`src/rtl/core/qta_pkg.sv`:
```
`timescale 1ns / 1ps
// ----------------------------------------------------------------------------
// qta_pkg: shared types and constants for the quadtree tile address block
// Beat payloads, configuration view, pipeline item and division constants.
// ----------------------------------------------------------------------------
package qta_pkg;

    localparam int MAX_DEPTH = 16;

    // floor(x / 25) for x < 2^31: (x * M25) >> 36
    localparam logic [31:0] M25       = 32'd2748779070;
    localparam int          M25_SHIFT = 36;
    // floor(x / 100) for x < 2^14: (x * M100) >> 21
    localparam logic [14:0] M100      = 15'd20972;
    localparam int          M100_SHIFT = 21;

    typedef enum logic [2:0] {
        REG_WORLD_LOW_X  = 3'd0,
        REG_WORLD_LOW_Y  = 3'd1,
        REG_WORLD_HIGH_X = 3'd2,
        REG_WORLD_HIGH_Y = 3'd3,
        REG_OVERLAP_PCT  = 3'd4,
        REG_MAX_DEPTH    = 3'd5
    } t_reg_idx;

    typedef struct packed {
        logic signed [31:0] rect_low_x;
        logic signed [31:0] rect_low_y;
        logic signed [31:0] rect_high_x;
        logic signed [31:0] rect_high_y;
    } t_in;

    typedef struct packed {
        logic        [31:0] tile_code;
        logic        [4:0]  tile_depth;
        logic               box_valid;
        logic signed [31:0] box_low_x;
        logic signed [31:0] box_low_y;
        logic signed [31:0] box_high_x;
        logic signed [31:0] box_high_y;
    } t_out;

    typedef struct packed {
        logic signed [31:0] world_low_x;
        logic signed [31:0] world_low_y;
        logic signed [31:0] world_high_x;
        logic signed [31:0] world_high_y;
        logic        [6:0]  overlap_percent;
        logic        [4:0]  max_depth;
    } t_cfg;

    // Item as it moves from level to level
    typedef struct packed {
        t_in                rect;
        logic signed [31:0] tlx;
        logic signed [31:0] tly;
        logic signed [31:0] thx;
        logic signed [31:0] thy;
        logic        [31:0] code;
        logic        [4:0]  depth;
        logic               box_valid;
        logic signed [31:0] blx;
        logic signed [31:0] bly;
        logic signed [31:0] bhx;
        logic signed [31:0] bhy;
        logic               active;
    } t_item;

endpackage

```
`src/rtl/core/qta_cfg.sv`:
```
`timescale 1ns / 1ps
// ----------------------------------------------------------------------------
// qta_cfg: configuration register file
// APB-style write/read of world box, overlap percent and depth limit.
// ----------------------------------------------------------------------------
module qta_cfg import qta_pkg::*; (
    input  logic        i_clk,
    input  logic        i_rst_n,
    input  logic        psel,
    input  logic        penable,
    input  logic        pwrite,
    input  logic [4:0]  paddr,
    input  logic [31:0] pwdata,
    output logic [31:0] prdata,
    output logic        pready,
    output t_cfg        o_cfg
);

    t_cfg     r_cfg;
    t_reg_idx w_idx;
    logic     w_wr;

    assign w_idx  = t_reg_idx'(paddr[4:2]);
    assign w_wr   = psel && penable && pwrite;
    assign pready = 1'b1;
    assign o_cfg  = r_cfg;

    always_ff @(posedge i_clk) begin
        if (!i_rst_n) begin
            r_cfg.world_low_x     <= -32'sd20000000;
            r_cfg.world_low_y     <= -32'sd20000000;
            r_cfg.world_high_x    <= 32'sd20000000;
            r_cfg.world_high_y    <= 32'sd20000000;
            r_cfg.overlap_percent <= 7'd0;
            r_cfg.max_depth       <= 5'd14;
        end else if (w_wr) begin
            case (w_idx)
                REG_WORLD_LOW_X:  r_cfg.world_low_x     <= pwdata;
                REG_WORLD_LOW_Y:  r_cfg.world_low_y     <= pwdata;
                REG_WORLD_HIGH_X: r_cfg.world_high_x    <= pwdata;
                REG_WORLD_HIGH_Y: r_cfg.world_high_y    <= pwdata;
                REG_OVERLAP_PCT:  r_cfg.overlap_percent <= pwdata[6:0];
                REG_MAX_DEPTH:    r_cfg.max_depth       <= pwdata[4:0];
                default: ;
            endcase
        end
    end

    always_comb begin
        case (w_idx)
            REG_WORLD_LOW_X:  prdata = r_cfg.world_low_x;
            REG_WORLD_LOW_Y:  prdata = r_cfg.world_low_y;
            REG_WORLD_HIGH_X: prdata = r_cfg.world_high_x;
            REG_WORLD_HIGH_Y: prdata = r_cfg.world_high_y;
            REG_OVERLAP_PCT:  prdata = {25'd0, r_cfg.overlap_percent};
            REG_MAX_DEPTH:    prdata = {27'd0, r_cfg.max_depth};
            default:          prdata = 32'd0;
        endcase
    end

endmodule

```
`config.mk`:
```
export PLATFORM = sky130hd
export DESIGN_NAME = qta_cfg
export DESIGN_NICKNAME = d
export VERILOG_FILES = /design/src/rtl/core/qta_pkg.sv /design/src/rtl/core/qta_cfg.sv
export SDC_FILE = /design/constraint.sdc
export NUM_CORES = 1
export LEC_CHECK = 0
export ABC_CLOCK_PERIOD_IN_PS = 1750
export BUFFER_PORTS_ARGS = -buffer_cell sky130_fd_sc_hd__buf_2
export CAP_MARGIN = 20
export CORE_UTILIZATION = 45
export DETAILED_ROUTE_END_ITERATION = 7
export PLACE_DENSITY_LB_ADDON = 0.3
export SLEW_MARGIN = 20
export SYNTH_ARGS = -nofsm -noshare
export SYNTH_HDL_FRONTEND = slang
export SYNTH_SLANG_ARGS = --single-unit
```
`constraint.sdc`:
```
create_clock -name i_clk -period 1.75 [get_ports i_clk]
set_clock_uncertainty 0.1 [all_clocks]
set_input_delay 0.0875 -clock i_clk [delete_from_list [all_inputs] [get_ports i_clk]]
set_output_delay 0.0875 -clock i_clk [all_outputs]
set_load 0.01 [all_outputs]
```
* Word level (Yosys, flattened, before mapping)
Index checks and enable logic that the tools add are counted.
Operators by class: equality and inequality tests 5, reduce and logical (&&, ||, !) cells 9, muxes and demuxes 1
Operators by type and width (count):
- 32-bit case mux with 6 select lines | 1
- 2-bit AND reduction | 6
- 3-bit by 2-bit equality test with 1-bit output, second input constant | 2
- 3-bit equality test, second input constant | 2
- 3-bit by 1-bit equality test with 1-bit output, second input constant | 1
- 3-bit logical NOT | 1
- 1-bit logical AND | 2
Storage, ports and cells: bits of input ports 42, flip-flop bits (word level) 140, output and inout bits 173

* Logic depth before layout (Yosys ltp)
Gate-level depths: netlist of the first run.
word-level depth 3, depth in mapped cells 6, depth with buffers taken out 3

* Worst setup path before layout of the first run
No wires, ideal clock.
path kind input to output, start in paddr[3], end out prdata[16], buffers on the path 2, cell stages on the path 4, data required time 1.562 ns, arrival 1.259 ns, path slack 0.303 ns, cell sequence buf_4 buf_2 mux4_2 and2_1
On the way: word-level cells in the longest chain between the ends 2
RTL lines:
- start, declared | RTL line qta_cfg.sv:12 | input logic [4:0] paddr,
- 3-bit equality test, or another cell as far along | RTL line qta_cfg.sv:50 | case (w_idx)
- 32-bit case mux with 6 select lines * | RTL line qta_cfg.sv:50
- end, declared | RTL line qta_cfg.sv:14 | output logic [31:0] prdata,
Every way passes the cells marked *; elsewhere a longest branch is shown, timed or not.

* Final worst setup path of the first run
start reg r_cfg (netlist bit o_cfg[56]), end out prdata[12]
On the way: word-level cells in the longest chain between the ends 1
RTL lines:
- start, declared | RTL line qta_cfg.sv:19 | t_cfg r_cfg;
- 32-bit case mux with 6 select lines | RTL line qta_cfg.sv:50
No other way between the ends.

==> results list, run 1 <==
- Outcome: finished, final reports clean
- Summing the areas of all xor and xnor instances in the mapped netlist gives 0% of the synthesized area.
- Crit path depth: 3
* Total of flip-flops plus latches after synthesis: 140
* Cell area after synthesis: 0.00653 mm^2
* Fill cell total of the finished layout: between 1000 and 1500
- Power spread over the standard cell area amounts to 823 mW/mm^2.
- Capture point of the critical path: prdata[12]
- Crit-path max FO: 3
* Combined buffer and inverter count along the critical path: 1
* Number of CTS-inserted buffers: 17
- STA puts the critical path data arrival time at 1.52 ns.
- The routed design has ~18000 um of wire.
- CTS root buffer: clkbuf_16
- After synthesis, the share of cell area in mux cells is 27.1%.
* Number of enable flip-flop cells after synthesis: 0
* Synthesized-area fraction occupied by ao, oa, aoi and oai cells: 7.55%
- The clock network burns 45.6% of the power.
- Summed over all failing endpoints, the final setup total negative slack is 0 ns.
* Met2 track demand over resource: 38.9%
- Sequential area share after synthesis: between 40% and 50%
* Static Leak: 4.13 nW
- The synthesized netlist devotes around 15% of its cell area to simple gates.
- Subtracting the final worst setup slack from the clock period gives 1.71 ns.
- Summed over all layers, the global routing overflow is 0.
* Number of routed nets with antenna violations: 0
- Hold crit path type: input port to register
- Sort of element at the start of the critical path: register
- Routability-driven placement finished with a final weighted congestion of 0.796.
* Max-slew violation count: 0
- Clock sink count: 140
* Comb pwr share: a little under a tenth
- The post-route netlist has a little over a third of its cells at a drive strength greater than 1.
- Met1 layer usage reported by global route: 31.6%
* Number of DRC markers in iteration 0: about 350
- Mapped Nets: 694
- Nature of the critical path endpoint: primary output
* Via count of the first global-routing pass: 5342
- Wire length of the first global-routing pass: about 28000 um
* Per-instance average area after synthesis: 10.0 um^2
- Using the TritonRoute via totals, the vias-per-cell ratio works out to 5.28.
- The H-tree generated during clock tree synthesis spans 4 levels.
* Number of flip-flops under the largest register name: 140
* Initial Util: 46.5%
- Count of distinct cell types in the synthesized netlist: 37
- Broken down by cell family, the worst path's largest delay share belongs to multiplexers.
- Summed over all instances, the cell type with the most area after synthesis is dfxtp_1.
* Post-synth top flop: dfxtp_1
- Net switching is around 23% of the power.
- Yosys printed 0 warnings.
* Synth-to-layout area growth: 34.0%
- The worst path uses 97.7% of the clock period.
* Number of cells on the worst reg-to-reg path: 2
- Setup violations remaining at the end of the flow were counted as 0.
- Top-area cell type share of the netlist area: 42.9%
- The final layout contains 940 nets.
* Critical Path Slowest Stage Cell: mux4_2
- Reg-to-Reg Start: o_cfg[126]
- Summing the areas of all fa, ha and maj instances in the mapped netlist gives 0% of the synthesized area.
- The signal on the critical path passes through mux4_2, and2_4, buf_2.
- The die is ~120 um wide.
- During placement, the flow inserted port buffers numbering 211.
- Row generation in the floorplan step produced 43 rows.
- The clock passes through at most 2 buffers.
* Internal power: around 5.6 mW
- The first TritonRoute pass finished after 5 iterations.
- Pin count of the biggest net entering global routing: 79
* Setup slack of the worst register-to-register path: 0.96 ns
- Setup repair after global routing missed its margin: no
* Max Fclk: approximately 580 MHz
- Highest ir drop seen on vdd: 580 uV
- Per report_power, the sequential group accounts for about 45% of the total.
* Final core utilization: 62.3%
* Die span in y: ~120 um
- Diodes inserted: 0
* P_sw: 1.62 mW
- After floorplanning, the core was sized to cover 0.0140 mm^2.
- Global routing consumed, over all layers together, 24.4% of the routing resources.
* Critical Path RT: ~1.6 ns
- Number of maximum-capacitance constraint violations: 0
* Total half-perimeter wirelength after legalization and detailed placement: 12500 um
* Number of instances in the synthesized netlist: 652
- The number of antenna violations at the first check in global routing came to 0.
- Combinational family with the most area after synthesis: multiplexers
- Final routed wire length divided by cell count: 16.7 um
- Clock tree from TritonCTS: done
* Hold Fails Final Rpt: 0
* Ranking of synthesized cells by area: dfxtp_1 (43%), mux2i_1 (16%), mux4_2 (9.0%)
- Most utilized layer in the global route result: met2
- Overall power: 7.20 mW
- In this run the critical register-to-register path is captured at o_cfg[126].
* Total via count after detailed routing: roughly 5700
* Die Outline Area: 0.0150 mm^2
- Clk pin slew, worst setup/hold paths: 0.05 ns
* CP peak stage delay: 0.48 ns
- 215 I/O pins were placed.
- Routing usage on met3: 7.67%
- The later pin in the worst-skew pair is clocked with a latency of 0.41 ns.
- Of all flip-flops after synthesis, the portion carrying an async set or reset was 0%.
* DRC viols: 0
- Critical path class: register to primary output
- Start point of the critical path: o_cfg[56]
-- through the flow --
stage	instance area (um^2)	hold slack [ns]	instances	setup slack [ns]
4_1_cts	8730	0.169	1086	0.00830
5_1_grt	8750	0.202	1087	0.00236
2_1_floorplan	6530	0.149	652	0.303
6_report	8750	0.184	1087	0.0397
3_5_place_dp	7860	0.276	1025	0.168
3_3_place_gp	7860	0.267	1025	0.181
-- logic make-up after synthesis --
logic type      count (synthesis)
flops                         140
other cells                     1
buf+inv                        94
compound gates                 73
simple gates                  201
mux                           143
-- cell usage after synthesis, drive strengths merged, types with 2 or more instances --
master  count
a221oi      3
inv        39
a21oi       2
o311ai      3
mux4       26
dfxtp     140
o211ai     34
buf        31
nand2     120
clkbuf     24
o21ai      22
a22oi       5
nand3      19
nor2        4
nor2b      24
nor3        3
mux2i     107
mux2       10
and2       25
-- cells in the final DEF, fill, tap and decap left out, types with 2 or more instances in the layout --
cell | Yosys | final
a221oi_1 | 3 | 2
dfxtp_2 | 0 | 4
inv_1 | 39 | 39
nor2_2 | 1 | 2
a22oi_1 | 5 | 5
buf_2 | 13 | 210
clkbuf_1 | 24 | 3
buf_4 | 10 | 32
nor2_1 | 3 | 2
o211ai_1 | 34 | 34
nand2_1 | 120 | 120
nor2b_1 | 24 | 24
dfxtp_1 | 140 | 136
clkbuf_8 | 0 | 7
and2_1 | 25 | 24
mux4_2 | 26 | 26
clkbuf_16 | 0 | 17
o311ai_0 | 3 | 3
mux2i_1 | 107 | 107
nand3_1 | 18 | 17
buf_12 | 0 | 7
a21oi_1 | 2 | 2
nor3_4 | 2 | 2
o21ai_0 | 21 | 21
dlygate4sd3_1 | 0 | 33
mux2_2 | 10 | 10
-- metal layers --
layer	wire, um	up-vias
met5	0	-
met4	176	0
met3	1350	13
li1	-	2742
met1	8160	2769
met2	8460	213
-- worst min-delay path, stage by stage --
cell and delay [ns]:
buf_2 0.13, nand4b_4 0.12, buf_4 0.16, o21ai_0 0.08
o211ai_1 0.08
-- how the worst min path moves through the flow --
stage | start | slack [ns] | cells past startpoint | end
2_1_floorplan | pwdata[16] | 0.15 | 2 | o_cfg[124]
6_report | penable | 0.18 | 5 | o_cfg[103]
3_3_place_gp | pwdata[30] | 0.27 | 3 | o_cfg[138]
4_1_cts | pwrite | 0.17 | 4 | o_cfg[1]
5_1_grt | pwrite | 0.20 | 4 | o_cfg[3]
3_5_place_dp | pwdata[27] | 0.28 | 3 | o_cfg[135]
-- what timing repair did --
| item | CTS | global route |
|---|---|---|
| setup buffers | 0 | 1 |
| hold buffers | 33 | 0 |
| gates resized for setup | 2 | 4 |
| hold endpoints to repair | 140 | 0 |
| setup endpoints to repair | 1 | 3 |
-- power groups by stage --
stage               clock network [mW]  logic, mW  registers (mW)
CTS                               3.34      0.678            3.24
global route                      3.48      0.739            3.24
floorplan                            0      0.365            3.32
detailed placement                   0      0.616            3.31
finish                            3.28      0.679            3.24
global placement                     0      0.612            3.31
-- final cells by class --
| type | count | area [um^2] | share of cell area, % |
|---|---|---|---|
| multi-input combinational | 418 | 3270 | 37.4 |
| sequential | 140 | 2810 | 32.1 |
| timing repair buffer | 282 | 1760 | 20.1 |
| clock buffer | 27 | 533 | 6.09 |
| tap | 180 | 225 | 2.57 |
| inverter | 39 | 146 | 1.67 |
| clock inverter | 1 | 5.00 | 0.0572 |
Power figures use the tool's default switching activity.
==> inputs of run 2 (changes only) <==
==> constraint.sdc (replaced) <==
create_clock -name i_clk -period 1.75 [get_ports i_clk]
set_clock_uncertainty 0.1 [all_clocks]
set_input_delay 0.0875 -clock i_clk [delete_from_list [all_inputs] [get_ports i_clk]]
set_output_delay 0.0875 -clock i_clk [all_outputs]
set_load 0.05 [all_outputs]
==> results list, run 2 (synthesized netlist as in run 1, its figures left out) <==
* Overall power: 7.90 mW (+9.7%)
- Hold crit path type: input port to register
* Clock sink count: 140 (unchanged)
- The number of buffers created by CTS was 17 (unchanged).
- Number of routed nets with antenna violations: 0 (unchanged)
- Antenna violations before repair: 0 (unchanged)
* Clock tree from TritonCTS: done
- Number of levels in the clock H-tree: 4 (unchanged)
* Final weighted congestion in routability-driven placement: 0.748 (-6.0%)
* Number of maximum-capacitance constraint violations: 0 (unchanged)
* Max Fclk: 581 MHz (-0.64%)
- P_sw: 1.90 mW (+17%)
* Detailed-routing iteration count for the pre-antenna-repair pass: 5 (unchanged)
- Multi-input logic area: 0.00336 mm^2 (+2.9%)
- The largest driver fanout on the critical path came to 3 (unchanged).
* DRC viols: 0 (unchanged)
- The clock tree buffer depth was 2 (unchanged).
- The cell family contributing the most delay on the critical path is compound AO/OA/AOI/OAI gates.
- The horizontal die dimension was 122 um (unchanged).
- The total inserted antenna cells came to 0 (unchanged).
- Post-Layout Inst Area: 0.00914 mm^2 (+4.5%)
- The count of filler cells inserted in the layout was 1154 (-0.43%).
* Combined buffer and inverter count along the critical path: 1 (unchanged)
* Power Dens Cells: 864 mW/mm^2 (+5.0%)
* CTS root buffer: clkbuf_16
* Highest ir drop seen on vdd: 806 uV (+39%)
* Final critical path time including I/O delays and setup: 1.72 ns (+0.0111 ns)
- Total half-perimeter wirelength after legalization and detailed placement: 12400 um (-1.4%)
* Static Leak: 4.24 nW (+2.5%)
* Number of vias per cell after detailed routing: 5.29 (+0.16%)
- Number of top-level pins: 215 (unchanged)
- The power share of the clock group came to 46.7% (+1.1 points).
- The run finished with clean final reports.
- Sum of negative setup slack: 0 ns (unchanged)
- Global router's overall resource usage: 24.8% (+0.38 points)
- Floorplan row count: 43 (unchanged)
* Via count of the first global-routing pass: 5511 (+3.2%)
- The combinational group share of total power came to 12.3% (+2.9 points).
- Share of cells above drive strength 1: 43.5% (+7.8 points)
- Number of flip-flops under the largest register name: 140 (unchanged)
* Critical Path Slowest Stage Cell: dfxtp_2
* Final routed wire length divided by cell count: 17.2 um (+2.9%)
- Input/output buffers: 211 (unchanged)
- The pin count of the biggest net entering global routing came to 70 (-11%).
* Initial Util: 46.5% (unchanged)
- Core outline area: 0.0140 mm^2 (unchanged)
- Wire length of the first global-routing pass: 28300 um (+1.8%)
- CP peak stage delay: 0.33 ns (-0.15 ns)
* Most frequent cells in the layout: buf_2 (179), nand2_1 (119), mux2i_1 (107), dfxtp_1 (93), dfxtp_2 (47)
- Die span in y: 122 um (unchanged)
* Synth-to-layout area growth: 40.1%
- Clk pin slew, worst setup/hold paths: 0.06 ns (about the same)
* Total via count after detailed routing: 5741 (+0.070%)
- Max-slew violation count: 0 (unchanged)
- The non-filler instance count after layout came to 1086 (-0.092%).
* Critical Path RT: 1.56 ns (about the same)
- The sequential cell area in the final layout is 0.00286 mm^2 (+1.9%).
- Traced cell by cell, the critical path runs through mux2_2, a221oi_2, a21oi_2, buf_6.
- Global-route congestion overflow total: 0 (unchanged)
- The placed instance count is 1017 (-0.78%).
- The worst setup path is captured at a primary output.
* Routed Wire Length: 18700 um (+2.8%)
- The clock latency reported for the late side of the worst-skew pair is 0.41 ns (about the same).
* Setup violations, final: 0 (unchanged)
- Leaving out fill and tap cells, the most frequent cell in the layout is buf_2.
- By startpoint and endpoint, the worst setup path is classified as register to primary output.
* Number of DRC markers in iteration 0: 349 (-1.4%)
* Post-Place Cell Area: 0.00785 mm^2 (-0.18%)
- Internal power: 6.00 mW (+7.6%)
- STA classifies the critical path startpoint as a register.
* Die Outline Area: 0.0150 mm^2 (unchanged)
* Nets: 937 (-0.32%)
- Crit share post-route: 98.4% (+0.63 points)
- The power share of the sequential group came to 41.0% (-4.0 points).
- Setup repair after global routing missed its margin: yes
- The switching power share of the total is 24.1% (+1.5 points).
* Arrival time at the worst endpoint: 1.53 ns (about the same)
- The final hold violation count came to 0 (unchanged).
==> run 2: through the flow <==
| stage | hold slack [ns] | setup WS [ns] | util (%) |
|---|---|---|---|
| floorplan | 0.149 | 0.00247 | - |
| global placement | 0.268 | 0.174 | 55.9 |
| detailed placement | 0.273 | 0.157 | 55.9 |
| CTS | 0.0458 | 0.000867 | 63.3 |
| global route | 0.0806 | -0.00929 | 65.1 |
| finish | 0.0614 | 0.0287 | 65.1 |
==> run 2: worst paths after layout <==
| path | from | endpoint | slack, ns | cells past startpoint |
|---|---|---|---|---|
| worst max-delay path | o_cfg[9] | prdata[4] | 0.03 | 4 |
| worst min-delay path | pwrite | o_cfg[10] | 0.06 | 4 |
| worst max register to register | o_cfg[33] | o_cfg[33] | 0.88 | 3 |
| worst min register to register | o_cfg[97] | o_cfg[97] | 0.37 | 2 |
==> run 2: area by class of cell <==
type                    count  share of cell area, %
clock inverters             8                   1.56
clock buffers              22                   4.97
inverters                  39                   1.60
well taps                 180                   2.46
flip-flops and latches    140                   31.3
multi-input cells         418                   36.8
repair buffers            279                   21.3
==> run 2: metal layers <==
metal / up-vias / share of wire [%] / wire (um) / GRT usage, %
met5: - / 0 / 0 / 0
met1: 2801 / 43 / 8000 / 30.9
met2: 189 / 50 / 9400 / 41.4
met3: 7 / 6.1 / 1150 / 7.34
li1: 2744 / - / - / -
met4: 0 / 0.56 / 104 / 6.86
==> run 2: power by group through the flow <==
stage / Clock (mW) / Combinational [mW] / Sequential (mW)
floorplan: 0 / 0.491 / 3.40
global placement: 0 / 0.821 / 3.31
detailed placement: 0 / 0.824 / 3.31
CTS: 3.75 / 0.921 / 3.24
global route: 3.91 / 1.03 / 3.24
finish: 3.69 / 0.972 / 3.24
==> run 2: what timing repair did <==
item / in CTS / in global routing
pin swaps: 1 / 1
hold buffers: 33 / 0
resized for setup: 42 / 94
cloned: 0 / 0
setup buffers: 0 / 6
endpoints found under the hold margin: 140 / 0
setup endpoints to repair: 29 / 31
==> run 2: worst min-delay path: stages <==
cell     delay [ns]
buf_2          0.12
nand4_1        0.15
nor3_4         0.05
mux2i_1        0.11
==> inputs of run 3 (changes only) <==
--- a/config.mk
+++ b/config.mk
@@ -8,9 +8,10 @@
 export ABC_CLOCK_PERIOD_IN_PS = 1750
 export BUFFER_PORTS_ARGS = -buffer_cell sky130_fd_sc_hd__buf_2
 export CAP_MARGIN = 20
-export CORE_UTILIZATION = 45
+export CORE_UTILIZATION = 27
 export DETAILED_ROUTE_END_ITERATION = 7
-export PLACE_DENSITY_LB_ADDON = 0.3
+export PLACE_DENSITY = 0.58
+export REMOVE_ABC_BUFFERS = 1
 export SLEW_MARGIN = 20
 export SYNTH_ARGS = -nofsm -noshare
 export SYNTH_HDL_FRONTEND = slang
==> results list, run 3 (synthesized netlist as in run 1, its figures left out) <==
- Number of vias per cell after detailed routing: 4.56 (-14%)
- Sum of negative setup slack: 0 ns (unchanged)
* Number of DRC markers in iteration 0: 246 (-30%)
- In this run the worst hold path is classified as input port to register.
* Total via count after detailed routing: 5674 (-1.2%)
* Share of cells above drive strength 1: 42.6% (-0.86 points)
* Setup slack after layout: 0.0380 ns (+0.00936 ns)
- The count of filler cells inserted in the layout was 2354 (+100%).
- The share of the clock period used by the worst path after layout was 97.8% (-0.53 points).
- Critical Path RT: 1.56 ns (about the same)
- Die span in y: 158 um (+29%)
- Post-Place Cell Area: 0.00809 mm^2 (+3.2%)
- Clock sink count: 140 (unchanged)
* Setup violations, final: 0 (unchanged)
* Detailed-routing iteration count for the pre-antenna-repair pass: 4 (-1)
* Core outline area: 0.0236 mm^2 (+68%)
- The leakage power of the design was 4.30 nW (+1.5%).
* Max-slew violation count: 0 (unchanged)
- The top cell types in the final layout, fill and taps aside, are buf_2 (179), nand2_1 (120), mux2i_1 (107), dfxtp_1 (98), buf_4 (45).
* Most frequent standard cell in the layout excluding fill and tap cells: buf_2
- The net total in the final layout is 952 (+1.6%).
* Routed Wire Length: 20200 um (+8.3%)
* Final weighted congestion in routability-driven placement: 0.759 (+1.5%)
- The peak supply drop is 527 uV (-35%).
- Setup slack of the worst register-to-register path: 0.89 ns (about the same)
- Relative to the synthesized area, the layout overhead comes to 43.6%.
* Nature of the critical path endpoint: primary output
* Sort of element at the start of the critical path: register
- The initial core utilization is 27.6% (-19 points).
- Hold path cells: 4 (unchanged)
* Floorplan row count: 56 (+30%)
* Insertion delay to the later sink of the worst-skew pair: 0.40 ns (about the same)
- The number of max-cap violations came to 0 (unchanged).
- Post-Layout Inst Area: 0.00938 mm^2 (+2.6%)
- Critical path class: register to primary output
- The maximum clock frequency came to 584 MHz (+0.55%).
* Input/output buffers: 211 (unchanged)
* Final routed wire length divided by cell count: 16.3 um (-5.4%)
* Power Dens Cells: 813 mW/mm^2 (-5.9%)
- Wire length of the first global-routing pass: 30200 um (+6.7%)
- Number of flip-flops under the largest register name: 140 (unchanged)
* Hold Fails Final Rpt: 0 (unchanged)
- The number of antenna violations at the first check in global routing was 2 (+2).
- CTS root buffer: clkbuf_16
- The number of levels in the clock H-tree came to 4 (unchanged).
* Post-placement worst setup slack: 0.112 ns (-0.0450 ns)
* Number of top-level pins: 215 (unchanged)
- Setup repair after global routing could not meet its margin everywhere.
* Arrival time at the worst endpoint: 1.52 ns (about the same)
- Die Outline Area: 0.0248 mm^2 (+65%)
- TritonCTS built the clock tree.
* Crit-path max FO: 3 (unchanged)
- Total half-perimeter wirelength after legalization and detailed placement: 14300 um (+16%)
* Number of cells on the worst reg-to-reg path: 3 (unchanged)
- Clk pin slew, worst setup/hold paths: 0.06 ns (about the same)
* Worst-case clock buffer depth: 2 (unchanged)
- The number of nets with antenna violations after detailed routing was 0 (unchanged).
- The flow ran to the end, and the final reports show no timing, DRC or antenna violations.
- The pin count of the biggest net entering global routing is 63 (-10%).
* Global-route congestion overflow total: 0 (unchanged)
- The remaining design rule violation count was 0 (unchanged).
* Via count of the first global-routing pass: 5349 (-2.9%)
- The horizontal die dimension is 158 um (+29%).
- The final critical-path required period came to 1.71 ns (-0.00936 ns).
- Number of CTS-inserted buffers: 17 (unchanged)
- The global-route usage over all layers was 16.2% (-8.6 points).
[run 3: layout make-up]
type                       count  area (um^2)  area share, %
tap                          319          399           4.26
clock inverter                 8         67.6          0.720
timing repair buffer         294         2110           22.5
multi-input combinational    418         3320           35.4
inverter                      39          146           1.56
antenna                        2         5.00         0.0534
sequential                   140         2860           30.4
clock buffer                  23          478           5.10
[run 3: path summary, 6_finish.rpt]
kind / startpoint / to
worst min register to register: o_cfg[37] / o_cfg[37]
worst max-delay path: o_cfg[122] / prdata[14]
worst max register to register: o_cfg[32] / o_cfg[32]
worst min-delay path: penable / o_cfg[99]
[run 3: what timing repair did]
| action | CTS | global route |
|---|---|---|
| buffers inserted | 0 | 10 |
| hold endpoints to repair | 140 | 0 |
| setup endpoints to repair | 26 | 29 |
| gates resized for setup | 41 | 94 |
| pin swaps | 0 | 6 |
| hold buffers | 33 | 0 |
[run 3: metrics by stage]
stage               hold WS, ns  std cells  total power, mW  util (%)
floorplan                0.0764        597             3.78         -
global placement          0.269       1167             4.16      34.3
detailed placement        0.276       1167             4.17      34.3
CTS                      0.0598       1231             7.68      38.5
global route             0.0915       1243             7.95      39.7
finish                   0.0763       1243             7.62      39.7
[run 3: critical path, cell delays in order, from the launching register on]
cell	delay [ns]
dfxtp_2	0.33
mux4_2	0.45
and2_1	0.18
buf_6	0.15
[run 3: power breakdown]
part	switching, mW	leakage (nW)	total [mW]	internal [mW]
clock	1.34	0.272	3.38	2.05
combinational	0.596	2.90	0.999	0.403
sequential	0.0224	1.13	3.24	3.22
[run 3: per-layer routing]
layer	share of wire, %	up-vias	wire length [um]	GRT usage (%)
met3	4.2	14	849	3.50
li1	-	2774	-	-
met4	1.1	0	221	5.27
met2	50	138	10000	26.9
met5	0	-	0	0
met1	45	2748	9090	20.7
